$ cat config.mk
export PLATFORM = sky130hd
export DESIGN_NAME = lookup2_byte_stream_hash_flat
export DESIGN_NICKNAME = d
export VERILOG_FILES = /design/src/hw/rtl/lbh_pkg.sv /design/src/hw/rtl/lbh_if.sv /design/src/hw/rtl/lbh_front.sv /design/src/hw/rtl/lbh_queue.sv /design/src/hw/rtl/lbh_back.sv /design/src/hw/rtl/lookup2_byte_stream_hash.sv /design/src/flat_wrapper.sv
export SDC_FILE = /design/constraint.sdc
export NUM_CORES = 2
export LEC_CHECK = 0
export BUFFER_PORTS_ARGS = -buffer_cell sky130_fd_sc_hd__buf_2
export CAP_MARGIN = 20
export CELL_PAD_IN_SITES_DETAIL_PLACEMENT = 1
export CELL_PAD_IN_SITES_GLOBAL_PLACEMENT = 1
export CORE_MARGIN = 2
export CORE_UTILIZATION = 57
export DETAILED_ROUTE_END_ITERATION = 16
export MAX_ROUTING_LAYER = met4
export PLACE_DENSITY = 0.9
export REMOVE_ABC_BUFFERS = 1
export SLEW_MARGIN = 20
export SYNTH_ARGS = -nofsm -noshare
export SYNTH_HDL_FRONTEND = slang
export SYNTH_SLANG_ARGS = --single-unit
$ cat constraint.sdc
create_clock -name clock -period 11.8 [get_ports clock]
set_clock_uncertainty 0.1 [all_clocks]
set_input_delay 0.59 -clock clock [delete_from_list [all_inputs] [get_ports clock]]
set_output_delay 0.59 -clock clock [all_outputs]
set_load 0.03 [all_outputs]
$ cat src/hw/rtl/lbh_pkg.sv
// ----------------------------------------------------------------------------
// lbh_pkg: shared definitions for the lookup2 byte stream hash
// Word widths, mixing constants and the command passed from the byte front
// end to the mixing back end.
// ----------------------------------------------------------------------------
package lbh_pkg;

   localparam int WORD_W       = 32;
   localparam int BYTE_W       = 8;
   localparam int BLOCK_LEN    = 12;
   localparam int FILL_W       = 4;
   localparam int STEP_W       = 4;
   localparam int QUEUE_DEPTH  = 4;

   localparam logic [WORD_W-1:0] GOLDEN_RATIO  = 32'h9e3779b9;
   localparam logic [STEP_W-1:0] MIX_LAST_STEP = 4'd8;

   typedef struct packed {
      logic              start;
      logic [WORD_W-1:0] seed;
      logic              block;
      logic              finish;
      logic [WORD_W-1:0] word0;
      logic [WORD_W-1:0] word1;
      logic [WORD_W-1:0] word2;
      logic [WORD_W-1:0] length;
   } lbh_cmd_type;

   typedef struct packed {
      logic empty;
      logic full;
   } lbh_queue_status_type;

   typedef struct packed {
      logic mixing;
   } lbh_back_status_type;

   typedef enum logic {
      BK_IDLE,
      BK_MIX
   } lbh_back_state_type;

endpackage

$ cat src/hw/rtl/lbh_if.sv
// ----------------------------------------------------------------------------
// lbh_if: handshake channels of the lookup2 byte stream hash
// Key byte channel and hash result channel, each with valid and ready.
// ----------------------------------------------------------------------------
interface lbh_req_if;
   import lbh_pkg::*;

   logic              valid;
   logic              ready;
   logic [BYTE_W-1:0] data_byte;
   logic              byte_valid;
   logic              first_byte;
   logic [WORD_W-1:0] seed;
   logic              last_byte;

   modport source (output valid, data_byte, byte_valid, first_byte, seed, last_byte,
                   input ready);
   modport sink   (input valid, data_byte, byte_valid, first_byte, seed, last_byte,
                   output ready);
endinterface

interface lbh_rsp_if;
   import lbh_pkg::*;

   logic              valid;
   logic              ready;
   logic [WORD_W-1:0] digest;

   modport source (output valid, digest, input ready);
   modport sink   (input valid, digest, output ready);
endinterface

$ cat src/hw/rtl/lbh_front.sv
// ----------------------------------------------------------------------------
// lbh_front: byte collection front end
// Takes key bytes, gathers twelve-byte blocks, tracks the key length and
// issues start, block and finish commands to the mixing back end.
// ----------------------------------------------------------------------------
module lbh_front (
   input  logic                        clock,
   input  logic                        reset,
   lbh_req_if.sink                     req_chan,
   input  lbh_pkg::lbh_queue_status_type q_status,
   output logic                        push,
   output lbh_pkg::lbh_cmd_type        cmd_out
);
   import lbh_pkg::*;

   logic [BYTE_W-1:0] blk_ff [BLOCK_LEN];
   logic [BYTE_W-1:0] blk_in [BLOCK_LEN];
   logic [FILL_W-1:0] fill_ff, fill_in;
   logic [WORD_W-1:0] len_ff, len_in;

   logic              take;
   logic [FILL_W-1:0] fill_start, fill_byte, fill_tail;
   logic [WORD_W-1:0] len_start, len_byte;
   logic              full;
   logic [BYTE_W-1:0] tail [BLOCK_LEN];
   logic [WORD_W-1:0] blk_w0, blk_w1, blk_w2;
   logic [WORD_W-1:0] tail_w0, tail_w1, tail_w2;

   assign req_chan.ready = !q_status.full;
   assign take = req_chan.valid && req_chan.ready;

   always_comb begin
      fill_start = req_chan.first_byte ? '0 : fill_ff;
      len_start  = req_chan.first_byte ? '0 : len_ff;
      fill_byte  = req_chan.byte_valid ? fill_start + FILL_W'(1) : fill_start;
      len_byte   = req_chan.byte_valid ? len_start + WORD_W'(1) : len_start;
      full       = req_chan.byte_valid && (fill_byte == FILL_W'(BLOCK_LEN));
      fill_tail  = full ? '0 : fill_byte;

      for (int i = 0; i < BLOCK_LEN; i++) begin
         if (req_chan.byte_valid && (fill_start == FILL_W'(i))) begin
            blk_in[i] = req_chan.data_byte;
         end else begin
            blk_in[i] = blk_ff[i];
         end
         tail[i] = (FILL_W'(i) < fill_tail) ? blk_in[i] : '0;
      end

      blk_w0  = {blk_in[3], blk_in[2], blk_in[1], blk_in[0]};
      blk_w1  = {blk_in[7], blk_in[6], blk_in[5], blk_in[4]};
      blk_w2  = {blk_in[11], blk_in[10], blk_in[9], blk_in[8]};
      tail_w0 = {tail[3], tail[2], tail[1], tail[0]};
      tail_w1 = {tail[7], tail[6], tail[5], tail[4]};
      tail_w2 = {tail[10], tail[9], tail[8], {BYTE_W{1'b0}}};

      fill_in = req_chan.last_byte ? '0 : fill_tail;
      len_in  = req_chan.last_byte ? '0 : len_byte;

      push           = take && (req_chan.first_byte || full || req_chan.last_byte);
      cmd_out.start  = req_chan.first_byte;
      cmd_out.seed   = req_chan.seed;
      cmd_out.block  = full;
      cmd_out.finish = req_chan.last_byte;
      cmd_out.word0  = full ? blk_w0 : tail_w0;
      cmd_out.word1  = full ? blk_w1 : tail_w1;
      cmd_out.word2  = full ? blk_w2 : tail_w2;
      cmd_out.length = len_byte;
   end

   always_ff @(posedge clock) begin
      if (reset) begin
         fill_ff <= '0;
         len_ff  <= '0;
      end else if (take) begin
         fill_ff <= fill_in;
         len_ff  <= len_in;
      end
   end

   always_ff @(posedge clock) begin
      if (take) begin
         blk_ff <= blk_in;
      end
   end

endmodule

$ cat src/hw/rtl/lbh_queue.sv
// ----------------------------------------------------------------------------
// lbh_queue: command queue
// Short first-in first-out store between the front end and the back end.
// ----------------------------------------------------------------------------
module lbh_queue #(
   parameter int DEPTH = lbh_pkg::QUEUE_DEPTH
) (
   input  logic                         clock,
   input  logic                         reset,
   input  logic                         push,
   input  lbh_pkg::lbh_cmd_type         push_cmd,
   input  logic                         pop,
   output lbh_pkg::lbh_cmd_type         pop_cmd,
   output lbh_pkg::lbh_queue_status_type status
);
   import lbh_pkg::*;

   localparam int PTR_W = (DEPTH > 1) ? $clog2(DEPTH) : 1;
   localparam int CNT_W = $clog2(DEPTH + 1);

   lbh_cmd_type      mem_ff [DEPTH];
   logic [PTR_W-1:0] wr_ptr_ff, wr_ptr_in;
   logic [PTR_W-1:0] rd_ptr_ff, rd_ptr_in;
   logic [CNT_W-1:0] count_ff, count_in;
   logic             do_push, do_pop;

   always_comb begin
      status.empty = (count_ff == '0);
      status.full  = (count_ff == CNT_W'(DEPTH));
      do_push      = push && !status.full;
      do_pop       = pop && !status.empty;
      pop_cmd      = mem_ff[rd_ptr_ff];

      wr_ptr_in = wr_ptr_ff;
      rd_ptr_in = rd_ptr_ff;
      count_in  = count_ff;
      if (do_push) begin
         wr_ptr_in = (wr_ptr_ff == PTR_W'(DEPTH - 1)) ? '0 : wr_ptr_ff + PTR_W'(1);
      end
      if (do_pop) begin
         rd_ptr_in = (rd_ptr_ff == PTR_W'(DEPTH - 1)) ? '0 : rd_ptr_ff + PTR_W'(1);
      end
      if (do_push && !do_pop) begin
         count_in = count_ff + CNT_W'(1);
      end else if (do_pop && !do_push) begin
         count_in = count_ff - CNT_W'(1);
      end
   end

   always_ff @(posedge clock) begin
      if (reset) begin
         wr_ptr_ff <= '0;
         rd_ptr_ff <= '0;
         count_ff  <= '0;
      end else begin
         wr_ptr_ff <= wr_ptr_in;
         rd_ptr_ff <= rd_ptr_in;
         count_ff  <= count_in;
      end
   end

   always_ff @(posedge clock) begin
      if (do_push) begin
         mem_ff[wr_ptr_ff] <= push_cmd;
      end
   end

endmodule

$ cat src/hw/rtl/lbh_back.sv
// ----------------------------------------------------------------------------
// lbh_back: mixing back end
// Holds the three hash words, applies commands and runs the mix one step a
// cycle, a finish's last step held while a hash waits in the output register.
// ----------------------------------------------------------------------------
module lbh_back (
   input  logic                          clock,
   input  logic                          reset,
   input  lbh_pkg::lbh_queue_status_type q_status,
   input  lbh_pkg::lbh_cmd_type          cmd_in,
   output logic                          pop,
   lbh_rsp_if.source                     rsp_chan,
   output lbh_pkg::lbh_back_status_type  status
);
   import lbh_pkg::*;

   lbh_back_state_type state_ff, state_in;
   logic [WORD_W-1:0]  a_ff, a_in, b_ff, b_in, c_ff, c_in;
   logic [STEP_W-1:0]  step_ff, step_in;
   logic               finish_ff, finish_in;
   logic               second_ff, second_in;
   logic [WORD_W-1:0]  len_ff, len_in;
   logic               rsp_valid_ff, rsp_valid_in;
   logic [WORD_W-1:0]  hash_ff, hash_in;

   logic [WORD_W-1:0]  x, y, z, sh, mixv;
   logic [WORD_W-1:0]  base_a, base_b, base_c;
   logic [1:0]         role;
   logic               out_free;

   assign rsp_chan.valid  = rsp_valid_ff;
   assign rsp_chan.digest = hash_ff;
   assign status.mixing   = (state_ff == BK_MIX);

   always_comb begin
      case (step_ff)
         4'd0, 4'd3, 4'd6: role = 2'd0;
         4'd1, 4'd4, 4'd7: role = 2'd1;
         default:          role = 2'd2;
      endcase
      case (role)
         2'd0: begin
            x = a_ff; y = b_ff; z = c_ff;
         end
         2'd1: begin
            x = b_ff; y = c_ff; z = a_ff;
         end
         default: begin
            x = c_ff; y = a_ff; z = b_ff;
         end
      endcase
      case (step_ff)
         4'd0:    sh = z >> 13;
         4'd1:    sh = z << 8;
         4'd2:    sh = z >> 13;
         4'd3:    sh = z >> 12;
         4'd4:    sh = z << 16;
         4'd5:    sh = z >> 5;
         4'd6:    sh = z >> 3;
         4'd7:    sh = z << 10;
         default: sh = z >> 15;
      endcase
      mixv = (x - y - z) ^ sh;

      base_a = cmd_in.start ? GOLDEN_RATIO : a_ff;
      base_b = cmd_in.start ? GOLDEN_RATIO : b_ff;
      base_c = cmd_in.start ? cmd_in.seed : c_ff;

      out_free = !rsp_valid_ff || rsp_chan.ready;

      state_in     = state_ff;
      a_in         = a_ff;
      b_in         = b_ff;
      c_in         = c_ff;
      step_in      = step_ff;
      finish_in    = finish_ff;
      second_in    = second_ff;
      len_in       = len_ff;
      hash_in      = hash_ff;
      rsp_valid_in = rsp_valid_ff && !rsp_chan.ready;
      pop          = 1'b0;

      case (state_ff)
         BK_IDLE: begin
            if (!q_status.empty) begin
               pop     = 1'b1;
               step_in = '0;
               len_in  = cmd_in.length;
               if (cmd_in.block) begin
                  a_in      = base_a + cmd_in.word0;
                  b_in      = base_b + cmd_in.word1;
                  c_in      = base_c + cmd_in.word2;
                  finish_in = 1'b0;
                  second_in = cmd_in.finish;
                  state_in  = BK_MIX;
               end else if (cmd_in.finish) begin
                  a_in      = base_a + cmd_in.word0;
                  b_in      = base_b + cmd_in.word1;
                  c_in      = base_c + cmd_in.word2 + cmd_in.length;
                  finish_in = 1'b1;
                  second_in = 1'b0;
                  state_in  = BK_MIX;
               end else begin
                  a_in = base_a;
                  b_in = base_b;
                  c_in = base_c;
               end
            end
         end
         BK_MIX: begin
            if (step_ff != MIX_LAST_STEP) begin
               case (role)
                  2'd0:    a_in = mixv;
                  2'd1:    b_in = mixv;
                  default: c_in = mixv;
               endcase
               step_in = step_ff + STEP_W'(1);
            end else if (!finish_ff || out_free) begin
               step_in = '0;
               if (second_ff) begin
                  c_in      = mixv + len_ff;
                  finish_in = 1'b1;
                  second_in = 1'b0;
               end else begin
                  c_in     = mixv;
                  state_in = BK_IDLE;
                  if (finish_ff) begin
                     hash_in      = mixv;
                     rsp_valid_in = 1'b1;
                  end
               end
            end
         end
         default: begin
            state_in = BK_IDLE;
         end
      endcase
   end

   always_ff @(posedge clock) begin
      if (reset) begin
         state_ff     <= BK_IDLE;
         a_ff         <= '0;
         b_ff         <= '0;
         c_ff         <= '0;
         step_ff      <= '0;
         finish_ff    <= 1'b0;
         second_ff    <= 1'b0;
         rsp_valid_ff <= 1'b0;
      end else begin
         state_ff     <= state_in;
         a_ff         <= a_in;
         b_ff         <= b_in;
         c_ff         <= c_in;
         step_ff      <= step_in;
         finish_ff    <= finish_in;
         second_ff    <= second_in;
         rsp_valid_ff <= rsp_valid_in;
      end
   end

   always_ff @(posedge clock) begin
      len_ff  <= len_in;
      hash_ff <= hash_in;
   end

endmodule

$ cat src/hw/rtl/lookup2_byte_stream_hash.sv
// Throughput: one byte transfer per cycle while the command queue is not full;
// the nine-step mixer takes a command only when idle, the queue absorbing the difference.
// Reset clears the hash words, block fill, key length, queue and result valid flag.
// ----------------------------------------------------------------------------
// lookup2_byte_stream_hash: 32-bit lookup2 hash over a byte stream
// A front end gathers key bytes into blocks, a queue carries commands, and a
// back end mixes the hash words and delivers the result.
// ----------------------------------------------------------------------------
module lookup2_byte_stream_hash #(
   parameter int QUEUE_DEPTH = lbh_pkg::QUEUE_DEPTH
) (
   input  logic      clock,
   input  logic      reset,
   lbh_req_if.sink   req_chan,
   lbh_rsp_if.source rsp_chan
);
   import lbh_pkg::*;

   lbh_queue_status_type q_status;
   lbh_back_status_type  back_status;
   lbh_cmd_type          push_cmd, pop_cmd;
   logic                 push, pop;

   lbh_front u_front (
      .clock    (clock),
      .reset    (reset),
      .req_chan (req_chan),
      .q_status (q_status),
      .push     (push),
      .cmd_out  (push_cmd)
   );

   lbh_queue #(
      .DEPTH (QUEUE_DEPTH)
   ) u_queue (
      .clock    (clock),
      .reset    (reset),
      .push     (push),
      .push_cmd (push_cmd),
      .pop      (pop),
      .pop_cmd  (pop_cmd),
      .status   (q_status)
   );

   lbh_back u_back (
      .clock    (clock),
      .reset    (reset),
      .q_status (q_status),
      .cmd_in   (pop_cmd),
      .pop      (pop),
      .rsp_chan (rsp_chan),
      .status   (back_status)
   );

   a_last_queued: assert property (@(posedge clock) disable iff (reset)
      (req_chan.valid && req_chan.ready && req_chan.last_byte) |=> !q_status.empty)
      else $error("final transfer left no command in the queue");

   a_result_from_mix: assert property (@(posedge clock) disable iff (reset)
      $rose(rsp_chan.valid) |-> $past(back_status.mixing))
      else $error("result appeared without a mix");

   a_no_pop_while_mixing: assert property (@(posedge clock) disable iff (reset)
      back_status.mixing |-> !pop)
      else $error("command taken while the mixer was busy");

   a_queue_flags: assert property (@(posedge clock) disable iff (reset)
      !(q_status.empty && q_status.full))
      else $error("queue reported empty and full together");

endmodule
$ cat src/flat_wrapper.sv
// flat-port wrapper written by rule: the top's interface ports become plain ports
module lookup2_byte_stream_hash_flat import lbh_pkg::*;
#(
   parameter int QUEUE_DEPTH = lbh_pkg::QUEUE_DEPTH
)
  (clock, reset, req_chan_valid, req_chan_data_byte, req_chan_byte_valid, req_chan_first_byte, req_chan_seed, req_chan_last_byte, req_chan_ready, rsp_chan_valid, rsp_chan_digest, rsp_chan_ready);
  lbh_req_if req_chan_i ();
  lbh_rsp_if rsp_chan_i ();
  input  logic clock;
  input  logic reset;
  input wire logic [$bits(req_chan_i.valid)-1:0] req_chan_valid;
  input wire logic [$bits(req_chan_i.data_byte)-1:0] req_chan_data_byte;
  input wire logic [$bits(req_chan_i.byte_valid)-1:0] req_chan_byte_valid;
  input wire logic [$bits(req_chan_i.first_byte)-1:0] req_chan_first_byte;
  input wire logic [$bits(req_chan_i.seed)-1:0] req_chan_seed;
  input wire logic [$bits(req_chan_i.last_byte)-1:0] req_chan_last_byte;
  output wire logic [$bits(req_chan_i.ready)-1:0] req_chan_ready;
  output wire logic [$bits(rsp_chan_i.valid)-1:0] rsp_chan_valid;
  output wire logic [$bits(rsp_chan_i.digest)-1:0] rsp_chan_digest;
  input wire logic [$bits(rsp_chan_i.ready)-1:0] rsp_chan_ready;
  assign req_chan_i.valid = req_chan_valid;
  assign req_chan_i.data_byte = req_chan_data_byte;
  assign req_chan_i.byte_valid = req_chan_byte_valid;
  assign req_chan_i.first_byte = req_chan_first_byte;
  assign req_chan_i.seed = req_chan_seed;
  assign req_chan_i.last_byte = req_chan_last_byte;
  assign req_chan_ready = req_chan_i.ready;
  assign rsp_chan_valid = rsp_chan_i.valid;
  assign rsp_chan_digest = rsp_chan_i.digest;
  assign rsp_chan_i.ready = rsp_chan_ready;
  lookup2_byte_stream_hash #(.QUEUE_DEPTH(QUEUE_DEPTH)) u_core (.clock(clock), .reset(reset), .req_chan(req_chan_i), .rsp_chan(rsp_chan_i));
endmodule
# Word-level counts from Yosys, hierarchy flattened
# Memory sizes are Yosys's and may differ from the RTL's. A register that Yosys moved wholly into a read port is not among the register bits.
# Index checks and enable logic that the tools add are counted.
totals:
  ramBits: 652
  n_memories: 1
  output_inout_bits: 34
  input_bits: 47
  regBits: 307
  wordCells: 240
memory_table:
  columns: ["memory", "depth", "word_bits", "read_ports", "rd_clocked_by_memory_dff", "wr", "line", "text"]
  rows:
  - ["u_core.u_queue.mem_ff", 4, 163, 1, 1, 1, "lbh_queue.sv:21", "lbh_cmd_type mem_ff [DEPTH];"]
classes:
  eq_ne: 34
  n_bitwise: 5
  add_sub_neg: 14
  muxes: 100
  reduce_logical: 48
  n_lt_le_gt_ge: 11
ops:
  columns: ["operator", "count"]
  rows:
  - ["2-to-1 mux 32 bit", 26]
  - ["case mux 32 bit (2 select lines)", 6]
  - ["case mux 32 bit (7 select lines)", 1]
  - ["2-to-1 mux 8 bit", 23]
  - ["adder 32 bit", 5]
  - ["subtractor 32 bit", 2]
  - ["adder 32 x 1 -> 32 bit, second input constant", 1]
  - ["== test 4 x 3 -> 1 bit, second input constant", 8]
  - ["XOR 32 bit", 1]
  - ["2-to-1 mux 4 bit", 7]
  - ["2-to-1 mux 1 bit", 26]
  - ["== test 4 bit, second input constant", 5]
  - ["logical AND 1 bit", 20]
  - ["== test 4 x 2 -> 1 bit, second input constant", 4]
  - ["< comparator 3 x 4 -> 1 bit, first input constant", 4]
  - ["< comparator 4 bit, first input constant", 3]
  - ["!= test 2 x 1 -> 1 bit, second input constant", 5]
  - ["AND reduction 5 bit", 2]
  - ["AND reduction 3 bit", 3]
  - ["adder 4 x 1 -> 4 bit, second input constant", 2]
  - ["== test 4 x 1 -> 1 bit, second input constant", 2]
  - ["zero test 4 bit", 2]
  - ["< comparator 1 x 4 -> 1 bit, first input constant", 2]
  - ["< comparator 2 x 4 -> 1 bit, first input constant", 2]
  - ["26 further kinds", 50]

# Depth between registers and ports, before layout
logic_depth:
  ltp_word: 13
  depth_mapped: 37
  depth_no_buf: 34

# Hierarchy
# A second synthesis with hierarchy kept.
hier_totals:
  cells_unflattened: 4358
  area_unflattened_um2: 52838.2
modules_own_cells:
  columns: ["mod", "area_per_inst_um2", "seq_area_each_um2", "instances", "cells_each"]
  rows:
  - ["lbh_queue", 23951.7, 19759.0, 1, 901]
  - ["lbh_back", 20997.6, 4003.8, 1, 2714]
  - ["lbh_front", 7888.8, 3603.5, 1, 743]

# Least setup slack after synthesis
# Ideal clock, no wire load.
synth_path:
  path_type: "flip-flop to flip-flop"
  start: "reg u_core.u_queue.count_ff[0]"
  end: "mem u_core.u_queue.mem_ff[0][0] in the netlist's numbering, enable pin"
  arrival_ns: 7.090
  setup_slack_ns: 4.068
  stages_incl_launch_ff: 8
  path_cell_list: "dfxtp_1 > nor2_1 > nand2_1 > nand2_1 > inv_1 > o21a_1 > clkbuf_1 > and2_1"
synth_between:
  elab_chain_cells: 7
synth_rtl:
  columns: ["item", "line", "text"]
  rows:
  - ["start: declaration", "lbh_queue.sv:24", "logic [CNT_W-1:0] count_ff, count_in;"]
  - ["start signal: assignment", "lbh_queue.sv:58", "count_ff <= count_in;"]
  - ["== test 3 bit", "lbh_queue.sv:29", "status.full = (count_ff == CNT_W'(DEPTH));"]
  - ["zero test 1 bit", "lbh_front.sv:29", "assign req_chan.ready = !q_status.full;"]
  - ["net req_chan_ready", "flat_wrapper.sv:17", "output wire logic [$bits(req_chan_i.ready)-1:0] req_chan_ready;"]
  - ["logical AND 1 bit", "lbh_front.sv:30", "assign take = req_chan.valid && req_chan.ready;"]
  - ["net u_core.u_front.take", "lbh_front.sv:21", "logic take;"]
  - ["logical AND 1 bit", "lbh_front.sv:59", "push = take && (req_chan.first_byte || full || req_chan.last_byte);"]
  - ["logical AND 1 bit", "lbh_queue.sv:30", "do_push = push && !status.full;"]
  - ["net u_core.u_queue.do_push", "lbh_queue.sv:25", "logic do_push, do_pop;"]
  - ["2-to-1 mux 1 bit", "lbh_queue.sv:63", "if (do_push) begin"]
  - ["2-to-1 mux 1 bit (not written as such)", "lbh_queue.sv:64", "mem_ff[wr_ptr_ff] <= push_cmd;"]
  - ["end: declaration", "lbh_queue.sv:21", null]
# The timed path passes the listed nets, and every way through them passes these cells.

# Final worst setup path
layout_path:
  start: "reg u_core.u_back.step_ff[0]"
  end: "reg u_core.u_back.c_ff[31]"
layout_between:
  elab_chain_cells: 13
  elab_cells_between_ends: 32
  cone_classes: "add/sub: 3; eq/ne: 11; mux: 10; bitwise: 1; reduce/logical: 7"
layout_rtl:
  columns: ["item", "line", "text"]
  rows:
  - ["start: declaration", "lbh_back.sv:19", "logic [STEP_W-1:0] step_ff, step_in;"]
  - ["start signal: assignment", "lbh_back.sv:155", "step_ff <= step_in;"]
  - ["== test 4 x 3 -> 1 bit, or another cell as far along", "lbh_back.sv:36, lbh_back.sv:52", null]
  - ["OR reduction 3 bit", "lbh_back.sv:36", "case (step_ff)"]
  - ["case mux 2 bit (2 select lines)", "lbh_back.sv:36", null]
  - ["== test 2 x 1 -> 1 bit / zero test 2 bit (equally long branches)", "lbh_back.sv:41", "case (role)"]
  - ["case mux 32 bit (2 select lines)", "lbh_back.sv:41", null]
  - ["subtractor 32 bit (2 in a row)", "lbh_back.sv:63", "mixv = (x - y - z) ^ sh;"]
  - ["XOR 32 bit (*)", "lbh_back.sv:63", null]
  - ["net u_core.u_back.mixv[18]", "lbh_back.sv:26", "logic [WORD_W-1:0] x, y, z, sh, mixv;"]
  - ["adder 32 bit (*)", "lbh_back.sv:121", "c_in = mixv + len_ff;"]
  - ["2-to-1 mux 32 bit (*)", "lbh_back.sv:120", "if (second_ff) begin"]
  - ["2-to-1 mux 32 bit (*)", "lbh_back.sv:118", "end else if (!finish_ff || out_free) begin"]
  - ["2-to-1 mux 32 bit (*)", "lbh_back.sv:111", "if (step_ff != MIX_LAST_STEP) begin"]
  - ["case mux 32 bit (2 select lines) (*)", "lbh_back.sv:83", "case (state_ff)"]
  - ["end signal: assignment", "lbh_back.sv:154", "c_ff <= c_in;"]
  - ["end: declaration", "lbh_back.sv:18", "logic [WORD_W-1:0] a_ff, a_in, b_ff, b_in, c_ff, c_in;"]
# Mark *: on every way through the listed nets, which the timed path passes. The rest lies on a longest branch. The select of a mux whose other input is x is not followed.
# A chain may end at the register's enable or synchronous reset.

==> flow_summary.yaml <==
setup_path:
  cp.arrival_ns: 9.54
  endpoint: "u_core.u_back.c_ff[31]"
  startpoint_type: "flip-flop"
  rrSetupSlack_ns: 2.78
  cp_max_fo: 18
  slowest_delay_ns: 0.79
  r2r_start: "u_core.u_back.step_ff[0]"
  r2r-end: "u_core.u_back.c_ff[31]"
  critPathKind: "reg2reg"
  critPathLaunch: "u_core.u_back.step_ff[0]"
  critPathSlowestCell: "or2_1"
  reg2reg_depth: 29
  crit_required_ns: 12.32
  end_kind: "flip-flop"
floorplan:
  row_count: 111
  core_area_mm2: 0.0915
  die_h_um: 308
  start_util_pct: 57.4
  dieArea_mm2: 0.0946
  ios: 81
  die_width_um: 308
timing:
  final_hold_viol_count: 0
  fin_ws_ns: 2.78
  slew_viol_final: 0
  worst_pin_slew_ns: 1.20
  slew_headroom_pct: 19.7
  setup_viol: 0
  finalCritPeriodShare_pct: 76.4
  rsz0062_at_grt: "no"
  period_minus_slack_ns: 9.02
  fmax_mhz: 111
clock_tree:
  cts_buffers: 99
  cts_buffer_depth: 3
  cts_tree: "yes"
  clk_latency_ns: 0.76
  post_cts_buffers: 0
  clk_pin_slew_ns: 0.06
  cts-root-buf: "clkbuf_16"
  cts_resized: 0
  htreeDepth: 3
  clock-sinks: 961
yosys:
  synth_seq_cells: 961
  synth_edf_count: 812
  syn_avg_cell_area_um2: 11.9
  yosys.area.top_type: "edfxtp_1"
  yosys_warnings: 0
  synth_cells: 4417
  synth.distinct_cells: 92
  ys.flop_type: "edfxtp_1"
  ys_seq_area_share_pct: 52.1
  synth_area_leaders: "edfxtp_1 (46%), mux4_2 (6.9%), dfxtp_1 (5.7%)"
  syn_area_mm2: 0.0525
  synthArstFlopShare_pct: 0
  synth_top_cell_area_share_pct: 46.4
cells_and_area:
  seqCellArea_mm2: 0.0274
  finalNonFillerCells: 5748
  area_growth_pct: 10.0
  fillers: 8965
  postLayoutCellArea_mm2: 0.0578
  mostFrequentLayoutCell: "edfxtp_1"
  post-route-util_pct: 63.2
  final_cell_mix: "edfxtp_1 (812), nand2_1 (348), nor2_1 (302)"
  drive_above_1_share_pct: 13.8
  multi_input_area_mm2: 0.0237
  fin_nets: 4759
routing:
  drt_iter0_drc: 6214
  vias_per_cell: 7.28
  wl_per_cell_um: 35.8
  wirelength_um: 206000
  drt_first_pass_iters: 13
  ant_nets: 0
  via_count: 41800
  route.detailed.drc: 0
placed_design:
  placed_cells: 5527
  place_area_mm2: 0.0543
  dp_slack_ns: 2.96
  place.gp.congestion: 1.04
  hpwl_um: 134000
  place.port_buffers: 80
grt:
  grt_util_all_layers_pct: 44.6
  grt_overflow: 0
  grt_pass1_wl_um: 299000
  first_global_vias: 41900
  grt_max_degree: 117
  antenna_found_initial: 12
run:
  cap_violations: 0
worst_hold_path:
  min_path_cells: 1
  worstHoldPathType: "in2reg"
status:
  status: "complete, no violations"
## per-stage QoR
| step | setup TNS, ns | hold slack, ns |
|---|---|---|
| after detailed placement | 0 | 0.402 |
| after floorplan | -94.77 | 0.347 |
| after global placement | 0 | 0.355 |
| after global routing | 0 | 0.00891 |
| final | 0 | 0.0211 |
| after CTS | 0 | 0.000370 |
## cell type report
| type | instances | area share [%] |
|---|---|---|
| tap | 1186 | 2.57 |
| sequential | 961 | 47.3 |
| clock inverter | 47 | 0.783 |
| inverter | 181 | 1.18 |
| multi-input combinational | 3044 | 41.0 |
| antenna | 12 | 0.0519 |
| clock buffer | 135 | 4.81 |
| timing repair buffer | 182 | 2.23 |
## flip-flops by register name (all words and copies together) (netlist names), named ones only
signal	count
u_core.u_back.a_ff	32
u_core.u_back.b_ff	32
u_core.u_back.c_ff	32
u_core.u_back.finish_ff	1
u_core.u_back.len_ff	32
u_core.u_back.rsp_chan.digest	32
u_core.u_back.rsp_chan.valid	1
u_core.u_back.second_ff	1
u_core.u_back.status	1
u_core.u_back.step_ff	4
u_core.u_front.blk_ff	96
u_core.u_front.fill_ff	4
u_core.u_front.len_ff	32
u_core.u_queue.count_ff	3
u_core.u_queue.mem_ff	652
u_core.u_queue.rd_ptr_ff	2
u_core.u_queue.wr_ptr_ff	2
## synth_stat cells (all sizes together) (50+ instances only)
cell,instances
buf,50
nor2b,75
nand2b,91
mux4,162
ha,210
inv,181
nor3,65
mux2,78
xnor2,158
a21oi,262
a21o,109
o21ai,186
o22ai,91
nor2,311
edfxtp,812
xor2,67
nand3,64
a222oi,54
and2,55
dfxtp,149
nand2,348
clkbuf,181
## cells by family (layout without fill, tap and decap cells)
group / count (synthesis) / after routing / share of synthesized area, %
DFF: 961 / 961 / 52.1
other: 0 / 12 / 0
xor gates and xnor gates: 226 / 226 / 3.84
muxes: 287 / 287 / 9.52
adders and majority gates: 243 / 243 / 6.26
AOI/OAI and AO/OA: 1136 / 1136 / 14.9
and+or+nand+nor: 1152 / 1152 / 10.4
buffers and inverters: 412 / 545 / 3.01
## worst min path at each step
| stage | startpoint | to | slack [ns] |
|---|---|---|---|
| 2_1_floorplan | u_core.u_queue.rd_ptr_ff[1] | flip-flop | 0.35 |
| 3_5_place_dp | u_core.u_back.a_ff[22] | u_core.u_back.a_ff[22] | 0.40 |
| 4_1_cts | req_chan_seed[25] | u_core.u_queue.mem_ff[0][155] | 0.0004 |
| 3_3_place_gp | u_core.u_queue.rd_ptr_ff[1] | flip-flop | 0.36 |
| 6_report | req_chan_seed[17] | u_core.u_queue.mem_ff[1][147] | 0.02 |
| 5_1_grt | req_chan_seed[25] | u_core.u_queue.mem_ff[2][155] | 0.009 |
## what timing repair did
action | in CTS | in global routing
hold buffers | 25 | 0
endpoints found under the setup margin | 0 | 0
hold endpoints to repair | 99 | 0
## critical path: cells and delay by family, from the launching register on
| family | cells | cell delay [ns] |
|---|---|---|
| muxes | 1 | 0.25 |
| and+or+nand+nor | 7 | 1.75 |
| DFF | 1 | 0.44 |
| xor gates and xnor gates | 3 | 1.07 |
| buffers and inverters | 2 | 0.35 |
| AOI/OAI and AO/OA | 12 | 3.36 |
| adders and majority gates | 4 | 1.61 |
## routing by layer
layer,part of all wire (%),GRT usage [%],vias up
li1,-,-,17000
met1,38,57.7,20900
met2,45,67.0,3153
met3,11,9.94,735
met4,5.9,21.5,0
met5,0,-,-
Power is not shown: default switching activity piles up to over one toggle a cycle in this logic, so the estimate is an artifact.
